**src/rtl/core/per_destination_median_collector_defines.svh**
```systemverilog
// Assertion macros for the median collector RTL.
// Depends on nothing; included by per_destination_median_collector.sv.
`ifndef PER_DESTINATION_MEDIAN_COLLECTOR_DEFINES_SVH
`define PER_DESTINATION_MEDIAN_COLLECTOR_DEFINES_SVH
// Assert that cond implies res in the same cycle, checked outside reset.
`define PDMC_ASSERT_IMPL(label, clk_s, rst_s, cond, res) \
  label: assert property (@(posedge clk_s) disable iff (rst_s) (cond) |-> (res)) \
    else $error("assertion failed");
// Assert that cond implies res in the next cycle.
`define PDMC_ASSERT_NEXT(label, clk_s, rst_s, cond, res) \
  label: assert property (@(posedge clk_s) disable iff (rst_s) (cond) |=> (res)) \
    else $error("assertion failed");
`endif

```
**src/rtl/core/pdmc_ram.sv**
```systemverilog
// Generic single-port-write, single-port-read RAM with registered read.
// Depends on nothing.
module pdmc_ram #(
  parameter int Width = 8,
  parameter int Depth = 16
) (
  input  logic                     clk,
  input  logic                     we,
  input  logic [$clog2(Depth)-1:0] waddr,
  input  logic [Width-1:0]         wdata,
  input  logic [$clog2(Depth)-1:0] raddr,
  output logic [Width-1:0]         rdata
);
  logic [Width-1:0] mem [Depth];
  always_ff @(posedge clk) begin
    if (we) mem[waddr] <= wdata;
    rdata <= mem[raddr];
  end
endmodule

```
**config.mk**
```make
export PLATFORM = sky130hd
export DESIGN_NAME = pdmc_ram
export DESIGN_NICKNAME = d
export VERILOG_FILES = /design/src/rtl/core/per_destination_median_collector_defines.svh /design/src/rtl/core/pdmc_ram.sv
export SDC_FILE = /design/constraint.sdc
export NUM_CORES = 1
export LEC_CHECK = 0
export ABC_CLOCK_PERIOD_IN_PS = 4640
export BUFFER_PORTS_ARGS = -buffer_cell sky130_fd_sc_hd__buf_2
export CAP_MARGIN = 30
export CORE_UTILIZATION = 45
export CTS_CLUSTER_DIAMETER = 120
export DETAILED_ROUTE_END_ITERATION = 8
export GPL_TIMING_DRIVEN = 0
export PLACE_DENSITY_LB_ADDON = 0.25
export SLEW_MARGIN = 10
export SYNTH_ARGS = -nofsm -noshare
export SYNTH_HDL_FRONTEND = slang
export SYNTH_SLANG_ARGS = --single-unit
```
**constraint.sdc**
```tcl
create_clock -name clk -period 4.64 [get_ports clk]
set_input_delay 0.928 -clock clk [delete_from_list [all_inputs] [get_ports clk]]
set_output_delay 0.928 -clock clk [all_outputs]
set_load 0.01 [all_outputs]
```
==> results.json <==
{
  "synthXorXnorAreaFrac_pct": 0,
  "ys_seq_area_share_pct": 77.78,
  "hold_buffers": 0,
  "setup_violations": 0,
  "portBuffers": 24,
  "final_area_mm2": 0.006073,
  "clock_sinks": 136,
  "fillers": 836,
  "synthToLayoutAreaGrowth_pct": 17.99,
  "synth_nets": 247,
  "crit_required_ns": 4.76,
  "r2r_cells": 3,
  "stdcell_count": 429,
  "synthMuxAreaShare_pct": 15.02,
  "end_kind": "register",
  "synth_top_family_by_area": "multiplexers",
  "min_path_type": "reg2reg",
  "cts_resized": 0,
  "cts_max_level": 4,
  "wl_per_cell_um": 22.72,
  "path_max_fanout": 5,
  "hold_depth": 3,
  "critPathArrivalTime_ns": 2.39,
  "gp_congestion": 0.6806,
  "dp_cells": 397,
  "drive_gt1_share_pct": 30.80,
  "ff2ff_setup_slack_ns": 3.23,
  "syn_area_mm2": 0.005147,
  "synth-simple-area-share_pct": 3.184,
  "synth_cell_types": 19,
  "clockBufferDepth": 2,
  "fin_worst_skew_ns": 0.005866,
  "hold_viol": 0,
  "synth_adder_area_share_pct": 0,
  "fin_tns_setup_ns": 0,
  "clk_latency_ns": 0.41,
  "drc": 0,
  "drv_cap": 0,
  "r2r_start": "mem[6][3]",
  "track_usage_pct": 18.37,
  "yosysWarningCount": 0,
  "vias": 2393,
  "relSlewSlack_pct": 45.44,
  "maxSlewViolCount": 0,
  "start_util_pct": 46.87,
  "grt_antenna_before_repair": 0,
  "fin_crit_ns": 2.270,
  "outcome": "finished clean",
  "critPathKind": "in2reg",
  "fin_nets": 294,
  "fp.dieH_um": 109.0,
  "finalCritPeriodShare_pct": 48.93,
  "cts_buffers": 17,
  "vdd_ir_drop_max_mv": 0.1834,
  "die-area_mm2": 0.01187,
  "synth-compound-area-share_pct": 2.333,
  "n_antenna_cell": 0,
  "drt_iter0_drc": 222,
  "drt_first_pass_iters": 4,
  "core_mm2": 0.01098,
  "worst_pin_slew_ns": 0.8153,
  "ant_nets": 0,
  "cts_setup_buffers": 0,
  "hpwl_um": 6154,
  "io_pins": 26,
  "place_area_mm2": 0.005468,
  "multi_input_area_mm2": 0.001057,
  "grt_pass1_vias": 2395,
  "tritoncts": "done",
  "rsz0062_at_grt": "no",
  "whs_endpoint": "rdata[3]",
  "avgViaCountPerCell": 5.578,
  "cp-start-kind": "input pin",
  "grt_pass1_wl_um": 14400,
  "fmax_mhz": 440.4,
  "clock-root-buffer": "clkbuf_16",
  "path_clk_slew_ns": 0.06,
  "synthCells": 229,
  "p_leak_nw": 2.047,
  "pwr_density_cell_mw_per_mm2": 471.1,
  "overflow": 0,
  "hold_path_startpoint": "mem[8][3]",
  "rows": 38,
  "syn_area_per_cell_um2": 22.48,
  "timing.rr.end": "rdata[3]",
  "synth-seq-cells": 136,
  "grt_max_degree": 17,
  "area.sequential_mm2": 0.004004,
  "die_w_um": 109.0,
  "routed_wirelength_um": 9748
}
[state kept, by name, indices dropped and copies added (netlist names)]
signal,count
rdata,8
mem,128
[critical path, stage by stage]
cell    delay (ns)
buf_2         0.11
or3b_2        0.53
nor3_1        0.54
buf_4         0.27
[power breakdown]
part,switching [mW],internal (mW)
registers,0.00609,1.37
clock network,0.481,0.867
logic,0.0783,0.0550
[placed cells by master, fill, tap and decap left out, drive strengths merged, types with 2 or more instances in the layout]
cell type / n
a22oi: 16
bufinv: 3
clkinv: 5
clkinvlp: 5
nor2: 13
clkbuf: 19
dfxtp: 8
clkdlybuf4s25: 3
nor3: 4
edfxtp: 128
nand2: 9
mux4: 32
buf: 35
nand3b: 2
nand2b: 2
[routing by layer]
metal  track usage (%)  up-vias  part of all wire [%]
met5                 0        -                     0
met1             25.32     1224                    43
met3             3.646        9                   6.1
li1                  -     1065                     -
met2             28.17       95                    49
met4             8.977        0                   1.4
[per-stage QoR]
step	worst slack (ns)	power [mW]	hold WS, ns	utilization [%]
after floorplan	2.219	1.478	0.6293	-
after global placement	1.633	1.534	0.6580	49.56
after CTS	2.385	2.877	0.6809	55.30
after detailed placement	1.955	1.540	0.6743	49.78
after global routing	2.321	2.945	0.7131	55.30
final	2.370	2.861	0.6761	55.30
[how the worst max path moves through the flow]
| stage | start | endpoint | slack (ns) | cells after the start |
|---|---|---|---|---|
| detailed placement | waddr[2] | mem[0][0] | 1.96 | 4 |
| global route | waddr[2] | mem[0][4] | 2.32 | 4 |
| global placement | waddr[2] | mem[0][7] | 1.63 | 3 |
| finish | waddr[2] | mem[0][3] | 2.37 | 4 |
| floorplan | waddr[2] | mem[0][0] | 2.22 | 2 |
| CTS | waddr[2] | mem[0][4] | 2.39 | 4 |
[cell families after synthesis]
family	Yosys count
mux	32
flops	136
simple gates	35
compound gates	16
buf+inv	10
[cells in the mapped netlist]
master | instances | share of area, %
edfxtp_1 | 128 | 75
mux4_2 | 18 | 7.9
a22oi_1 | 16 | 2.3
mux4_1 | 14 | 7.1
nor2_1 | 13 | 0.95
nand2_1 | 9 | 0.66
dfxtp_1 | 8 | 3.1
nor3_1 | 4 | 0.39
buf_2 | 3 | 0.29
buf_6 | 3 | 0.66
clkdlybuf4s25_2 | 3 | 0.58
nand2b_1 | 2 | 0.24
nand3b_1 | 2 | 0.29
and2_1 | 1 | 0.12
and2b_1 | 1 | 0.15
buf_4 | 1 | 0.15
nand3_1 | 1 | 0.097
nor2b_1 | 1 | 0.12
or3b_2 | 1 | 0.17
[final cells by class]
class | instances | area share (%)
buffer | 10 | 1.422
clock inverter | 13 | 2.513
multi-input combinational | 83 | 17.41
sequential | 136 | 65.93
timing repair buffer | 28 | 2.390
tap | 140 | 2.884
clock buffer | 19 | 7.458
No activity file was read; power rests on OpenSTA's default activity.
