--- config.mk ---
export PLATFORM = sky130hd
export DESIGN_NAME = pdmc_tags
export DESIGN_NICKNAME = d
export VERILOG_FILES = /design/src/rtl/core/per_destination_median_collector_defines.svh /design/src/rtl/core/pdmc_pkg.sv /design/src/rtl/core/pdmc_tags.sv
export SDC_FILE = /design/constraint.sdc
export NUM_CORES = 2
export LEC_CHECK = 0
export BUFFER_PORTS_ARGS = -buffer_cell sky130_fd_sc_hd__buf_2
export CORE_ASPECT_RATIO = 0.8
export CORE_MARGIN = 2
export CORE_UTILIZATION = 50
export CTS_BUF_LIST = sky130_fd_sc_hd__clkbuf_16
export CTS_CLUSTER_DIAMETER = 100
export DETAILED_ROUTE_END_ITERATION = 12
export GPL_TIMING_DRIVEN = 0
export PLACE_DENSITY = 0.68
export REMOVE_ABC_BUFFERS = 1
export SYNTH_ARGS = -nofsm -noshare
export SYNTH_HDL_FRONTEND = slang
export SYNTH_SLANG_ARGS = --single-unit
--- constraint.sdc ---
create_clock -name clk -period 6.1 [get_ports clk]
set_clock_uncertainty 0.2 [all_clocks]
set_input_delay 0.305 -clock clk [delete_from_list [all_inputs] [get_ports clk]]
set_output_delay 0.305 -clock clk [all_outputs]
set_load 0.02 [all_outputs]
--- src/rtl/core/per_destination_median_collector_defines.svh ---
// Assertion macros for the median collector RTL.
// Depends on nothing; included by per_destination_median_collector.sv.
`ifndef PER_DESTINATION_MEDIAN_COLLECTOR_DEFINES_SVH
`define PER_DESTINATION_MEDIAN_COLLECTOR_DEFINES_SVH
// Assert that cond implies res in the same cycle, checked outside reset.
`define PDMC_ASSERT_IMPL(label, clk_s, rst_s, cond, res) \
  label: assert property (@(posedge clk_s) disable iff (rst_s) (cond) |-> (res)) \
    else $error("assertion failed");
// Assert that cond implies res in the next cycle.
`define PDMC_ASSERT_NEXT(label, clk_s, rst_s, cond, res) \
  label: assert property (@(posedge clk_s) disable iff (rst_s) (cond) |=> (res)) \
    else $error("assertion failed");
`endif

--- src/rtl/core/pdmc_pkg.sv ---
// Package for the median collector: sizes, status codes, state encoding.
// Depends on nothing.
package pdmc_pkg;
  localparam int MaxDest    = 16;
  localparam int MaxPending = 4;
  localparam int MaxSamples = 32;
  localparam int DoneDepth  = 16;
  localparam int DestW  = 4;
  localparam int SlotW  = 2;
  localparam int SampW  = 5;
  localparam int CntW   = 6;
  localparam int DoneW  = 4;
  localparam int StoreAw = SlotW + DestW + SampW;
  localparam int CntAw   = SlotW + DestW;

  localparam logic [2:0] StAccepted  = 3'd0;
  localparam logic [2:0] StDropFull  = 3'd1;
  localparam logic [2:0] StDropDone  = 3'd2;
  localparam logic [2:0] StMedian    = 3'd3;
  localparam logic [2:0] StIgnored   = 3'd4;

  typedef enum logic [7:0] {
    S_IDLE  = 8'b0000_0001,
    S_REC   = 8'b0000_0010,
    S_CLR   = 8'b0000_0100,
    S_LOAD  = 8'b0000_1000,
    S_SORT  = 8'b0001_0000,
    S_EMIT  = 8'b0010_0000,
    S_OUT   = 8'b0100_0000,
    S_FREE  = 8'b1000_0000
  } state_t;

  typedef struct packed {
    logic [2:0]       status;
    logic [DestW-1:0] dest;
    logic [63:0]      median;
    logic             last;
  } result_t;
endpackage

--- src/rtl/core/pdmc_tags.sv ---
// Pending-slot and completed-tag tables with their match logic.
// Depends on pdmc_pkg.
module pdmc_tags import pdmc_pkg::*; (
  input  logic             clk,
  input  logic             rst,
  input  logic [63:0]      tag,
  output logic             is_done,
  output logic             pend_hit,
  output logic [SlotW-1:0] pend_slot,
  output logic             free_any,
  output logic [SlotW-1:0] free_slot,
  input  logic             alloc,
  input  logic [SlotW-1:0] alloc_slot,
  input  logic             retire,
  input  logic [SlotW-1:0] retire_slot
);
  logic [63:0]       ptag [MaxPending];
  logic [MaxPending-1:0] pvalid;
  logic [63:0]       dtag [DoneDepth];
  logic [DoneDepth-1:0]  dvalid;
  logic [DoneW-1:0]  dptr;

  always_comb begin
    is_done = 1'b0;
    for (int i = 0; i < DoneDepth; i++)
      if (dvalid[i] && dtag[i] == tag) is_done = 1'b1;
    pend_hit = 1'b0;
    pend_slot = '0;
    for (int i = MaxPending - 1; i >= 0; i--)
      if (pvalid[i] && ptag[i] == tag) begin
        pend_hit = 1'b1;
        pend_slot = SlotW'(i);
      end
    free_any = 1'b0;
    free_slot = '0;
    for (int i = MaxPending - 1; i >= 0; i--)
      if (!pvalid[i]) begin
        free_any = 1'b1;
        free_slot = SlotW'(i);
      end
  end

  always_ff @(posedge clk) begin
    if (alloc) ptag[alloc_slot] <= tag;
    if (retire) dtag[dptr] <= tag;
  end

  always_ff @(posedge clk) begin
    if (rst) begin
      pvalid <= '0;
      dvalid <= '0;
      dptr <= '0;
    end else begin
      if (alloc) pvalid[alloc_slot] <= 1'b1;
      if (retire) begin
        pvalid[retire_slot] <= 1'b0;
        dvalid[dptr] <= 1'b1;
        dptr <= dptr + 1'b1;
      end
    end
  end
endmodule

==> out/metrics.cfg <==
[place]
place_hpwl_um=80600
placed_cell_area_um2=56800
placed_cells=4798
portBuffers=78
place.gp.congestion=0.889
dp_slack_ns=0.715

[final_layout]
finalNonFillerCells=5066
final_cell_mix=1280 x edfxtp_1, 597 x xnor2_1, 436 x xor2_1, 192 x nand4_1, 160 x nor4_1
multi_input_area_um2=14300
fin_area_um2=61000
post-route-util=0.565
syn2layout_area_growth_pct=12.6
fill_cells=8221
regArea_um2=38900
fin_nets=3603
layout_commonest_cell=edfxtp_1
final_layout_size_suffix_gt1_frac=0.0851

[global_routing]
grt_max_degree=66
globalRouteTotalUtil=0.274
overflow=0
grt_pass1_wl_um=212000
antenna_found_initial=12
grt_pass1_vias=28100

[setup_path]
cp.arrival_ns=4.94
critPathLaunchType=input port
worstSetupStartpoint=tag[41]
worstSetupEndpointType=output pin
reg2reg_slack_ns=3.84
cp_max_fo=37
r2r-start=dptr[2]
crit_type=in2out
required_ns=5.59

[timing]
slew_headroom=0.00257
period_needed_ns=5.45
worst_pin_slew_ns=1.50
setup_viol=0
rsz0062_at_grt=no
timing.fmax_mhz=184
fin_hold_ws_ns=0.0231
finalHoldViolations=0
fin_setup_tns_ns=0
layout_setup_ws_ns=0.653
drv_slew=0
period_share=0.893

[cts]
worstSkewPairLatency_ns=0.71
clock_sinks=1304
cts_buffers=120
cts_tree=done
cts.reportedPaths.clkPinSlew_ns=0.07
cts-resized-gates=0
clockRootBuffer=clkbuf_16
cts_buffer_depth=3
cts_htree_levels=3

[job]
max_cap_violations=0

[synthesis]
synth-edff-count=1280
ys.flop_type=edfxtp_1
ys_seq_area_frac=0.718
yosys_warnings=0
syn-mean-instance-area_um2=16.0
postSynthCellCount=3393
synthArstFlopShare=0
synth.distinct_cells=56
synth_area_um2=54200
ys_ff_latch=1304

[drt]
drt_wl_total_um=153000
vias_per_cell=6.04
drtAntennaViolNets=0
wl_per_cell_um=30.1
route.detailed.drc=0
drt_iter0_drc=5021
dr.pass1.iters=8
num_vias=30600

[pwr]
p_per_area_nw_per_um2=309
ir_drop_mv=0.345
power_leakage_nw=19.3
fin_total_pwr_mw=18.9

[floorplanning]
die-area_um2=111000
start_util=0.502
core.rowCount=108
core-area_um2=108000
die_x_um=372
io-pin-count=79
die_y_um=298

[hold_path]
hold_path_class=in2reg
hold_start=tag[23]

[status]
status=finished, final reports clean

## Yosys cell counts (all sizes together), types with 24 or more instances
library cell | count | area (um^2)
nor4 | 161 | 1010
nor3 | 27 | 135
nand2b | 29 | 181
nor2 | 58 | 218
dfxtp | 24 | 480
xnor2 | 597 | 5230
buf | 86 | 400
inv | 109 | 409
o2bb2ai | 36 | 322
clkbuf | 56 | 210
o22ai | 74 | 463
xor2 | 436 | 3820
edfxtp | 1280 | 38400
nand4 | 192 | 1200
a221oi | 45 | 394
## logic make-up after synthesis
| logic type | after synthesis | share of synthesized area |
|---|---|---|
| flip-flops | 1304 | 0.718 |
| XOR/XNOR | 1033 | 0.167 |
| AND/OR/NAND/NOR | 543 | 0.0589 |
| buffers and inverters | 255 | 0.0191 |
| AO/OA/AOI/OAI | 253 | 0.0360 |
| adder cells (fa/ha/maj) | 4 | 0.000923 |
| multiplexers | 1 | 0.000185 |
## area by class of cell
class	instances	share of cell area
clock inverters	105	0.0123
multi-input cells	1834	0.234
flip-flops and latches	1304	0.638
clock buffers	123	0.0504
diodes	3	0.000123
well taps	1430	0.0293
repair buffers	154	0.0288
inverters	113	0.00695
## metal layers
| layer | vias to the layer above | routed length (um) | share of wire | track usage |
|---|---|---|---|---|
| met5 | - | 42 | 0.00028 | 0 |
| met2 | 1787 | 65400 | 0.43 | 0.401 |
| met3 | 292 | 18400 | 0.12 | 0.0723 |
| met4 | 6 | 4780 | 0.031 | 0.0746 |
| met1 | 15500 | 64100 | 0.42 | 0.407 |
| li1 | 13000 | - | - | - |
## path summary, 6_finish.rpt
kind / cells past startpoint / to
hold / removal: 1 / ptag[2][23]
setup / recovery: 8 / is_done
hold reg to reg: 2 / dvalid[3]
setup reg to reg: 3 / dtag[1][58]
## registers in the layout, summed over array words and instances, names as in the netlist
register and cells:
dvalid 16, ptag 256, dptr 4, pvalid 4, dtag 1024
## power by group
group | switching, mW | internal [mW] | leakage, nW
logic | 0.938 | 0.415 | 5.54
registers | 0.0679 | 10.0 | 11.8
clock network | 3.31 | 4.10 | 1.98
## what timing repair did
item / CTS / global route
hold buffers: 33 / 3
buffers inserted: 0 / 0
endpoints found under the setup margin: 0 / 0
hold endpoints to repair: 302 / 11
## worst max-delay path, stage by stage
cell and delay [ns]:
buf_2 1.05, clkinv_1 1.02, a222oi_1 0.55, nand4_1 0.24
nor4_1 1.07, nor4_1 0.09, nand4_1 0.30, buf_2 0.23
Power figures use the tool's default switching activity.
