`src/rtl/core/per_destination_median_collector_defines.svh`:
```
// Assertion macros for the median collector RTL.
// Depends on nothing; included by per_destination_median_collector.sv.
`ifndef PER_DESTINATION_MEDIAN_COLLECTOR_DEFINES_SVH
`define PER_DESTINATION_MEDIAN_COLLECTOR_DEFINES_SVH
// Assert that cond implies res in the same cycle, checked outside reset.
`define PDMC_ASSERT_IMPL(label, clk_s, rst_s, cond, res) \
  label: assert property (@(posedge clk_s) disable iff (rst_s) (cond) |-> (res)) \
    else $error("assertion failed");
// Assert that cond implies res in the next cycle.
`define PDMC_ASSERT_NEXT(label, clk_s, rst_s, cond, res) \
  label: assert property (@(posedge clk_s) disable iff (rst_s) (cond) |=> (res)) \
    else $error("assertion failed");
`endif

```
`src/rtl/core/pdmc_pkg.sv`:
```
// Package for the median collector: sizes, status codes, state encoding.
// Depends on nothing.
package pdmc_pkg;
  localparam int MaxDest    = 16;
  localparam int MaxPending = 4;
  localparam int MaxSamples = 32;
  localparam int DoneDepth  = 16;
  localparam int DestW  = 4;
  localparam int SlotW  = 2;
  localparam int SampW  = 5;
  localparam int CntW   = 6;
  localparam int DoneW  = 4;
  localparam int StoreAw = SlotW + DestW + SampW;
  localparam int CntAw   = SlotW + DestW;

  localparam logic [2:0] StAccepted  = 3'd0;
  localparam logic [2:0] StDropFull  = 3'd1;
  localparam logic [2:0] StDropDone  = 3'd2;
  localparam logic [2:0] StMedian    = 3'd3;
  localparam logic [2:0] StIgnored   = 3'd4;

  typedef enum logic [7:0] {
    S_IDLE  = 8'b0000_0001,
    S_REC   = 8'b0000_0010,
    S_CLR   = 8'b0000_0100,
    S_LOAD  = 8'b0000_1000,
    S_SORT  = 8'b0001_0000,
    S_EMIT  = 8'b0010_0000,
    S_OUT   = 8'b0100_0000,
    S_FREE  = 8'b1000_0000
  } state_t;

  typedef struct packed {
    logic [2:0]       status;
    logic [DestW-1:0] dest;
    logic [63:0]      median;
    logic             last;
  } result_t;
endpackage

```
`src/rtl/core/pdmc_rank.sv`:
```
// Rank-based selection of the upper median over a buffer of up to 32 samples.
// Depends on pdmc_pkg. One candidate is compared against one sample per cycle.
module pdmc_rank import pdmc_pkg::*; (
  input  logic             clk,
  input  logic             rst,
  input  logic             start,
  input  logic [CntW-1:0]  n,
  input  logic [63:0]      wval,
  input  logic             wen,
  input  logic [SampW-1:0] widx,
  output logic             done,
  output logic [63:0]      median
);
  // Candidate i is the median when less(i) <= n/2 < less(i)+equal(i).
  // Count samples ordered before the candidate (ties broken by index) so exactly one index has rank n/2.
  logic [63:0]      buf_q [MaxSamples];
  logic [SampW-1:0] ci, cj;
  logic [CntW-1:0]  rank;
  logic             busy;
  logic [63:0]      cand;
  logic             before_j;

  assign cand = buf_q[ci];
  assign before_j = (buf_q[cj] < cand) || (buf_q[cj] == cand && cj < ci);

  always_ff @(posedge clk) begin
    if (wen) buf_q[widx] <= wval;
  end

  // done stays high until reset or a start with nonzero n
  always_ff @(posedge clk) begin
    if (rst) begin
      busy <= 1'b0;
      done <= 1'b0;
    end else begin
      if (start) begin
        busy <= (n != '0);
        done <= (n == '0);
        median <= '0;
        ci <= '0;
        cj <= '0;
        rank <= '0;
      end else if (busy) begin
        if ({1'b0, cj} == n - 1'b1) begin
          if ((rank + CntW'(before_j)) == (n >> 1)) begin
            median <= cand;
            busy <= 1'b0;
            done <= 1'b1;
          end
          cj <= '0;
          rank <= '0;
          ci <= ci + 1'b1;
        end else begin
          rank <= rank + CntW'(before_j);
          cj <= cj + 1'b1;
        end
      end
    end
  end
endmodule

```
`config.mk`:
```
export PLATFORM = sky130hd
export DESIGN_NAME = pdmc_rank
export DESIGN_NICKNAME = d
export VERILOG_FILES = /design/src/rtl/core/per_destination_median_collector_defines.svh /design/src/rtl/core/pdmc_pkg.sv /design/src/rtl/core/pdmc_rank.sv
export SDC_FILE = /design/constraint.sdc
export NUM_CORES = 2
export LEC_CHECK = 0
export BUFFER_PORTS_ARGS = -buffer_cell sky130_fd_sc_hd__buf_4
export CAP_MARGIN = 20
export CORE_ASPECT_RATIO = 1.25
export CORE_MARGIN = 2
export CORE_UTILIZATION = 45
export DETAILED_ROUTE_END_ITERATION = 6
export HOLD_SLACK_MARGIN = 0.08
export PLACE_DENSITY = 0.65
export REMOVE_ABC_BUFFERS = 1
export SETUP_SLACK_MARGIN = 0.05
export SYNTH_ARGS = -nofsm -noshare
export SYNTH_HDL_FRONTEND = slang
export SYNTH_SLANG_ARGS = --single-unit
export TNS_END_PERCENT = 100
```
`constraint.sdc`:
```
create_clock -name clk -period 7.3 [get_ports clk]
set_input_delay 0.73 -clock clk [delete_from_list [all_inputs] [get_ports clk]]
set_output_delay 0.73 -clock clk [all_outputs]
set_load 0.02 [all_outputs]
```
==> tab_implementation.tex <==
\begin{tabular}{lr}
\hline
Metric & Value \\
\hline
\multicolumn{2}{l}{\textbf{Critical path}} \\
\quad R2r setup slk & 0.31 ns \\
\quad Crit path max fanout & 33 \\
\quad Setup CP Type & reg2reg \\
\quad Depth of the worst register-to-register path & 21 \\
\quad Worst-path cell chain & buf\_12, mux4\_2, mux4\_2, mux2\_2, ha\_1, a21oi\_1, o21ai\_1, a221oi\_1, o21ai\_0, a41oi\_1, a21o\_1, ha\_1, ha\_1, xnor2\_1, xnor2\_1, nand3\_1, nor4\_1, nor2\_1, nor2\_4, buf\_12, buf\_12 \\
\quad Max stage delay cell, worst path & dfxtp\_4 \\
\quad Data arrival time of the critical path & 7.49 ns \\
\quad Setup crit end kind & register \\
\quad Startpoint type of the worst setup path & register \\
\quad Worst path bufs/invs & 3 \\
\quad Req. time, crit path & 7.80 ns \\
\quad Worst stage delay on the critical path & 0.57 ns \\
\quad Cell family with most CP delay & compound AO/OA/AOI/OAI gates \\
\quad Crit Reg-Reg Endpoint & median[45]\$\_SDFFCE\_PP0P\_ \\
\multicolumn{2}{l}{\textbf{Synthesis}} \\
\quad Yosys cell types & 50 \\
\quad Basic-gate share of the synthesized area counting and, or, nand and nor cells & 0.957\% \\
\quad Combined area of all synthesized cells & 98400 sq um \\
\quad Top flip-flop cell by instance count after synthesis & edfxtp\_1 \\
\quad Count of yosys warnings during synthesis & 0 \\
\quad Proportion of synthesized chip area in sequential cells & 65.2\% \\
\quad Post-synth ARST share & 0\% \\
\quad Adder-Cell Fraction of Synth Area & 0.929\% \\
\quad Main combinational cell family by area after synthesis & multiplexers \\
\quad Synth Area in Compound Gates & 0.520\% \\
\quad Register bit total from synthesis & 2140 \\
\quad Average size of a mapped cell & 23.1 sq um \\
\quad Share of cell area taken by muxes after synthesis & 30.7\% \\
\quad Cells after synthesis & 4257 \\
\quad Post-synth EDFFs & 2128 \\
\quad Xor-xnor portion of the synthesized cell area & 0.169\% \\
\multicolumn{2}{l}{\textbf{CTS}} \\
\quad Library cell used as clock root buffer & clkbuf\_16 \\
\quad Clock latency at the later pin of the worst-skew pair & 0.88 ns \\
\quad CTS H-tree depth & 4 \\
\quad Post-CTS clock slew at the launch and capture registers of the worst setup and hold paths & 0.06 ns \\
\quad Number of sinks driven by the clock tree & 2140 \\
\quad Number of clock buffers inserted by TritonCTS & 211 \\
\quad CTS tree & yes \\
\quad CTS Buffer Depth & 4 \\
\multicolumn{2}{l}{\textbf{Global route}} \\
\quad Via count of the first global-routing pass & 53300 \\
\quad Largest net degree at the start of global routing & 66 \\
\quad Total routing resource utilization after global routing & 26.0\% \\
\quad Total global routing overflow & 0 \\
\quad Antenna violations before repair & 17 \\
\quad Wire length of the first global-routing pass & 407 mm \\
\multicolumn{2}{l}{\textbf{Cells and area}} \\
\quad Commonest cells after routing, fill and taps aside & edfxtp\_1, mux4\_2, buf\_4 \\
\quad Most common library cell in the layout ignoring fill and taps & edfxtp\_1 \\
\quad Post-layout instance count excluding filler cells & 7619 \\
\quad Final core utilization & 51.4\% \\
\quad Synthesis-to-layout area growth & 13.4\% \\
\quad Number of nets at the end of the flow & 4703 \\
\quad Layout cells sized above 1 & 44.2\% \\
\multicolumn{2}{l}{\textbf{Timing}} \\
\quad Post-layout min period & 6.99 ns \\
\quad Worst slew margin relative to its limit & 19.2\% \\
\quad Endpoints failing setup & 0 \\
\quad Unrepaired setup endpoints after global routing & false \\
\quad Worst Skew & 0.0529 ns \\
\quad Final hold slack & 0.259 ns \\
\quad Period utilization & 95.7\% \\
\quad Hold Fails Final Rpt & 0 \\
\quad Max frequency & 143 MHz \\
\quad Transition time at the pin with the least slew margin & 1.21 ns \\
\quad Count of pins over their slew limit & 0 \\
\multicolumn{2}{l}{\textbf{Routing}} \\
\quad DR iter-0 viols & 6648 \\
\quad Via-to-Cell Ratio & 6.77 \\
\quad Total iterations of the first detailed-routing run & 5 \\
\quad Met2 wire len & 144 mm \\
\quad Average detailed-routed wire length per instance & 38.0 um \\
\quad Uppermost layer routed & met5 \\
\quad WL met3 & 25.2 mm \\
\quad Residual DRC count & 0 \\
\quad Via Count & 51600 \\
\quad Metal1 wirelength & 109 mm \\
\quad Final ANT Viol Nets & 0 \\
\quad Detailed Route WL & 289 mm \\
\multicolumn{2}{l}{\textbf{Min path}} \\
\quad Hold/Removal Path Class & in2reg \\
\quad Origin of the worst min-delay path & wval[57] \\
\quad Count of cells along the worst hold path & 1 \\
\quad Worst hold endpoint & buf\_q[25][57]\$\_DFFE\_PP\_ \\
\multicolumn{2}{l}{\textbf{Floorplanning}} \\
\quad Area of the placeable core & 217000 sq um \\
\quad Die boundary height & 527 um \\
\quad Number of standard-cell rows in the floorplan & 191 \\
\quad Starting density of the core & 45.3\% \\
\quad I/O pin count & 144 \\
\quad Width of the die & 422 um \\
\quad Die area & 222000 sq um \\
\multicolumn{2}{l}{\textbf{Placement}} \\
\quad HPWL after DPL & 159 mm \\
\quad Number of buffers added on ports & 143 \\
\quad Instance count after placement with tap cells included & 7230 \\
\quad Routability cong. & 0.808 \\
\multicolumn{2}{l}{\textbf{Pwr}} \\
\quad Worst ir drop on vdd & 0.178 mV \\
\quad Pwr Density & 255 nW/um\^{}2 \\
\quad Static Leakage & 34.5 nW \\
\multicolumn{2}{l}{\textbf{Run}} \\
\quad Max-capacitance violation count & 0 \\
\multicolumn{2}{l}{\textbf{Outcome}} \\
\quad Outcome & finished, final reports clean \\
\hline
\end{tabular}
==> registers in the layout, indices dropped and copies added, names as in the netlist, named ones only <==
signal,flops
buf_q,2048
busy,1
ci,5
cj,5
done,1
median,64
rank,6
==> synth_stat cells (all sizes together), types with 3 or more instances <==
master     n  area [sq um]
a21oi     32           160
xor2       5          43.8
nand3     17          85.1
mux2i     64           641
a21o      10          75.1
mux4    1280         28800
edfxtp  2128         63900
o21ai     15          75.1
dfxtp     12           240
ha        73           913
inv       13          48.8
buf      159           867
nor2     120           450
nand4     16           100
clkbuf   153           574
a211oi     4          30.0
nor4       5          31.3
nor3       9          45.0
nand2b     5          31.3
nand2     23          86.3
nand3b     5          37.5
mux2      64           721
nor2b      3          18.8
xnor2     14           123
==> cell type report <==
type	count	area, sq um
repair buffers	393	3950
inverters	14	52.6
fillers	16800	105000
multi-input cells	1791	33000
flip-flops and latches	2140	64200
clock inverters	134	1290
diodes	7	17.5
well taps	2895	3620
clock buffers	245	5450
==> timing repair <==
| action | CTS | global route |
|---|---|---|
| hold buffers | 1 | 0 |
| hold endpoints to repair | 1 | 0 |
| setup endpoints to repair | 64 | 64 |
| pin swaps | 0 | 3 |
| setup buffers | 0 | 2 |
| gates resized for setup | 1 | 4 |
==> cell families (layout without fill, tap and decap cells) <==
| family | Yosys count | count (layout) |
|---|---|---|
| flops | 2140 | 2140 |
| xor+xnor | 19 | 19 |
| mux | 1408 | 1408 |
| simple gates | 211 | 211 |
| buf+inv | 326 | 786 |
| fa+ha+maj | 73 | 73 |
| other cells | 0 | 7 |
| compound gates | 80 | 80 |
==> stage by stage <==
| step | area (sq um) | total power, mW | setup slack (ns) | TNS [ns] |
|---|---|---|---|---|
| floorplan | 96900 | 17.9 | -20.99 | -2463.80 |
| global placement | 105000 | 17.7 | -0.0284 | -0.942 |
| detailed placement | 105000 | 17.8 | -0.0981 | -4.89 |
| CTS | 111000 | 28.5 | 0.114 | 0 |
| global route | 112000 | 29.2 | 0.0615 | 0 |
| finish | 112000 | 28.4 | 0.310 | 0 |
==> layer usage <==
metal | global-route usage [%] | up-vias
met4 | 9.04 | 16
li1 | - | 19700
met3 | 3.77 | 543
met5 | 0 | -
met2 | 42.6 | 2729
met1 | 36.0 | 28600
==> worst max-delay path by stage <==
stage | startpoint | end | slack, ns | cells past startpoint
floorplan | register | median[0]$_SDFFCE_PP0P_ | -20.99 | 18
global placement | register | median[48]$_SDFFCE_PP0P_ | -0.03 | 22
detailed placement | register | median[51]$_SDFFCE_PP0P_ | -0.1 | 22
CTS | register | median[49]$_SDFFCE_PP0P_ | 0.11 | 22
global route | register | median[45]$_SDFFCE_PP0P_ | 0.06 | 23
finish | register | median[45]$_SDFFCE_PP0P_ | 0.31 | 21
==> power by group <==
part           internal [mW]  switching (mW)
combinational           1.75            1.94
clock                   6.20            4.69
sequential              13.7           0.129
total                   21.6            6.76
Note: power is estimated with default switching activity, not from simulation.
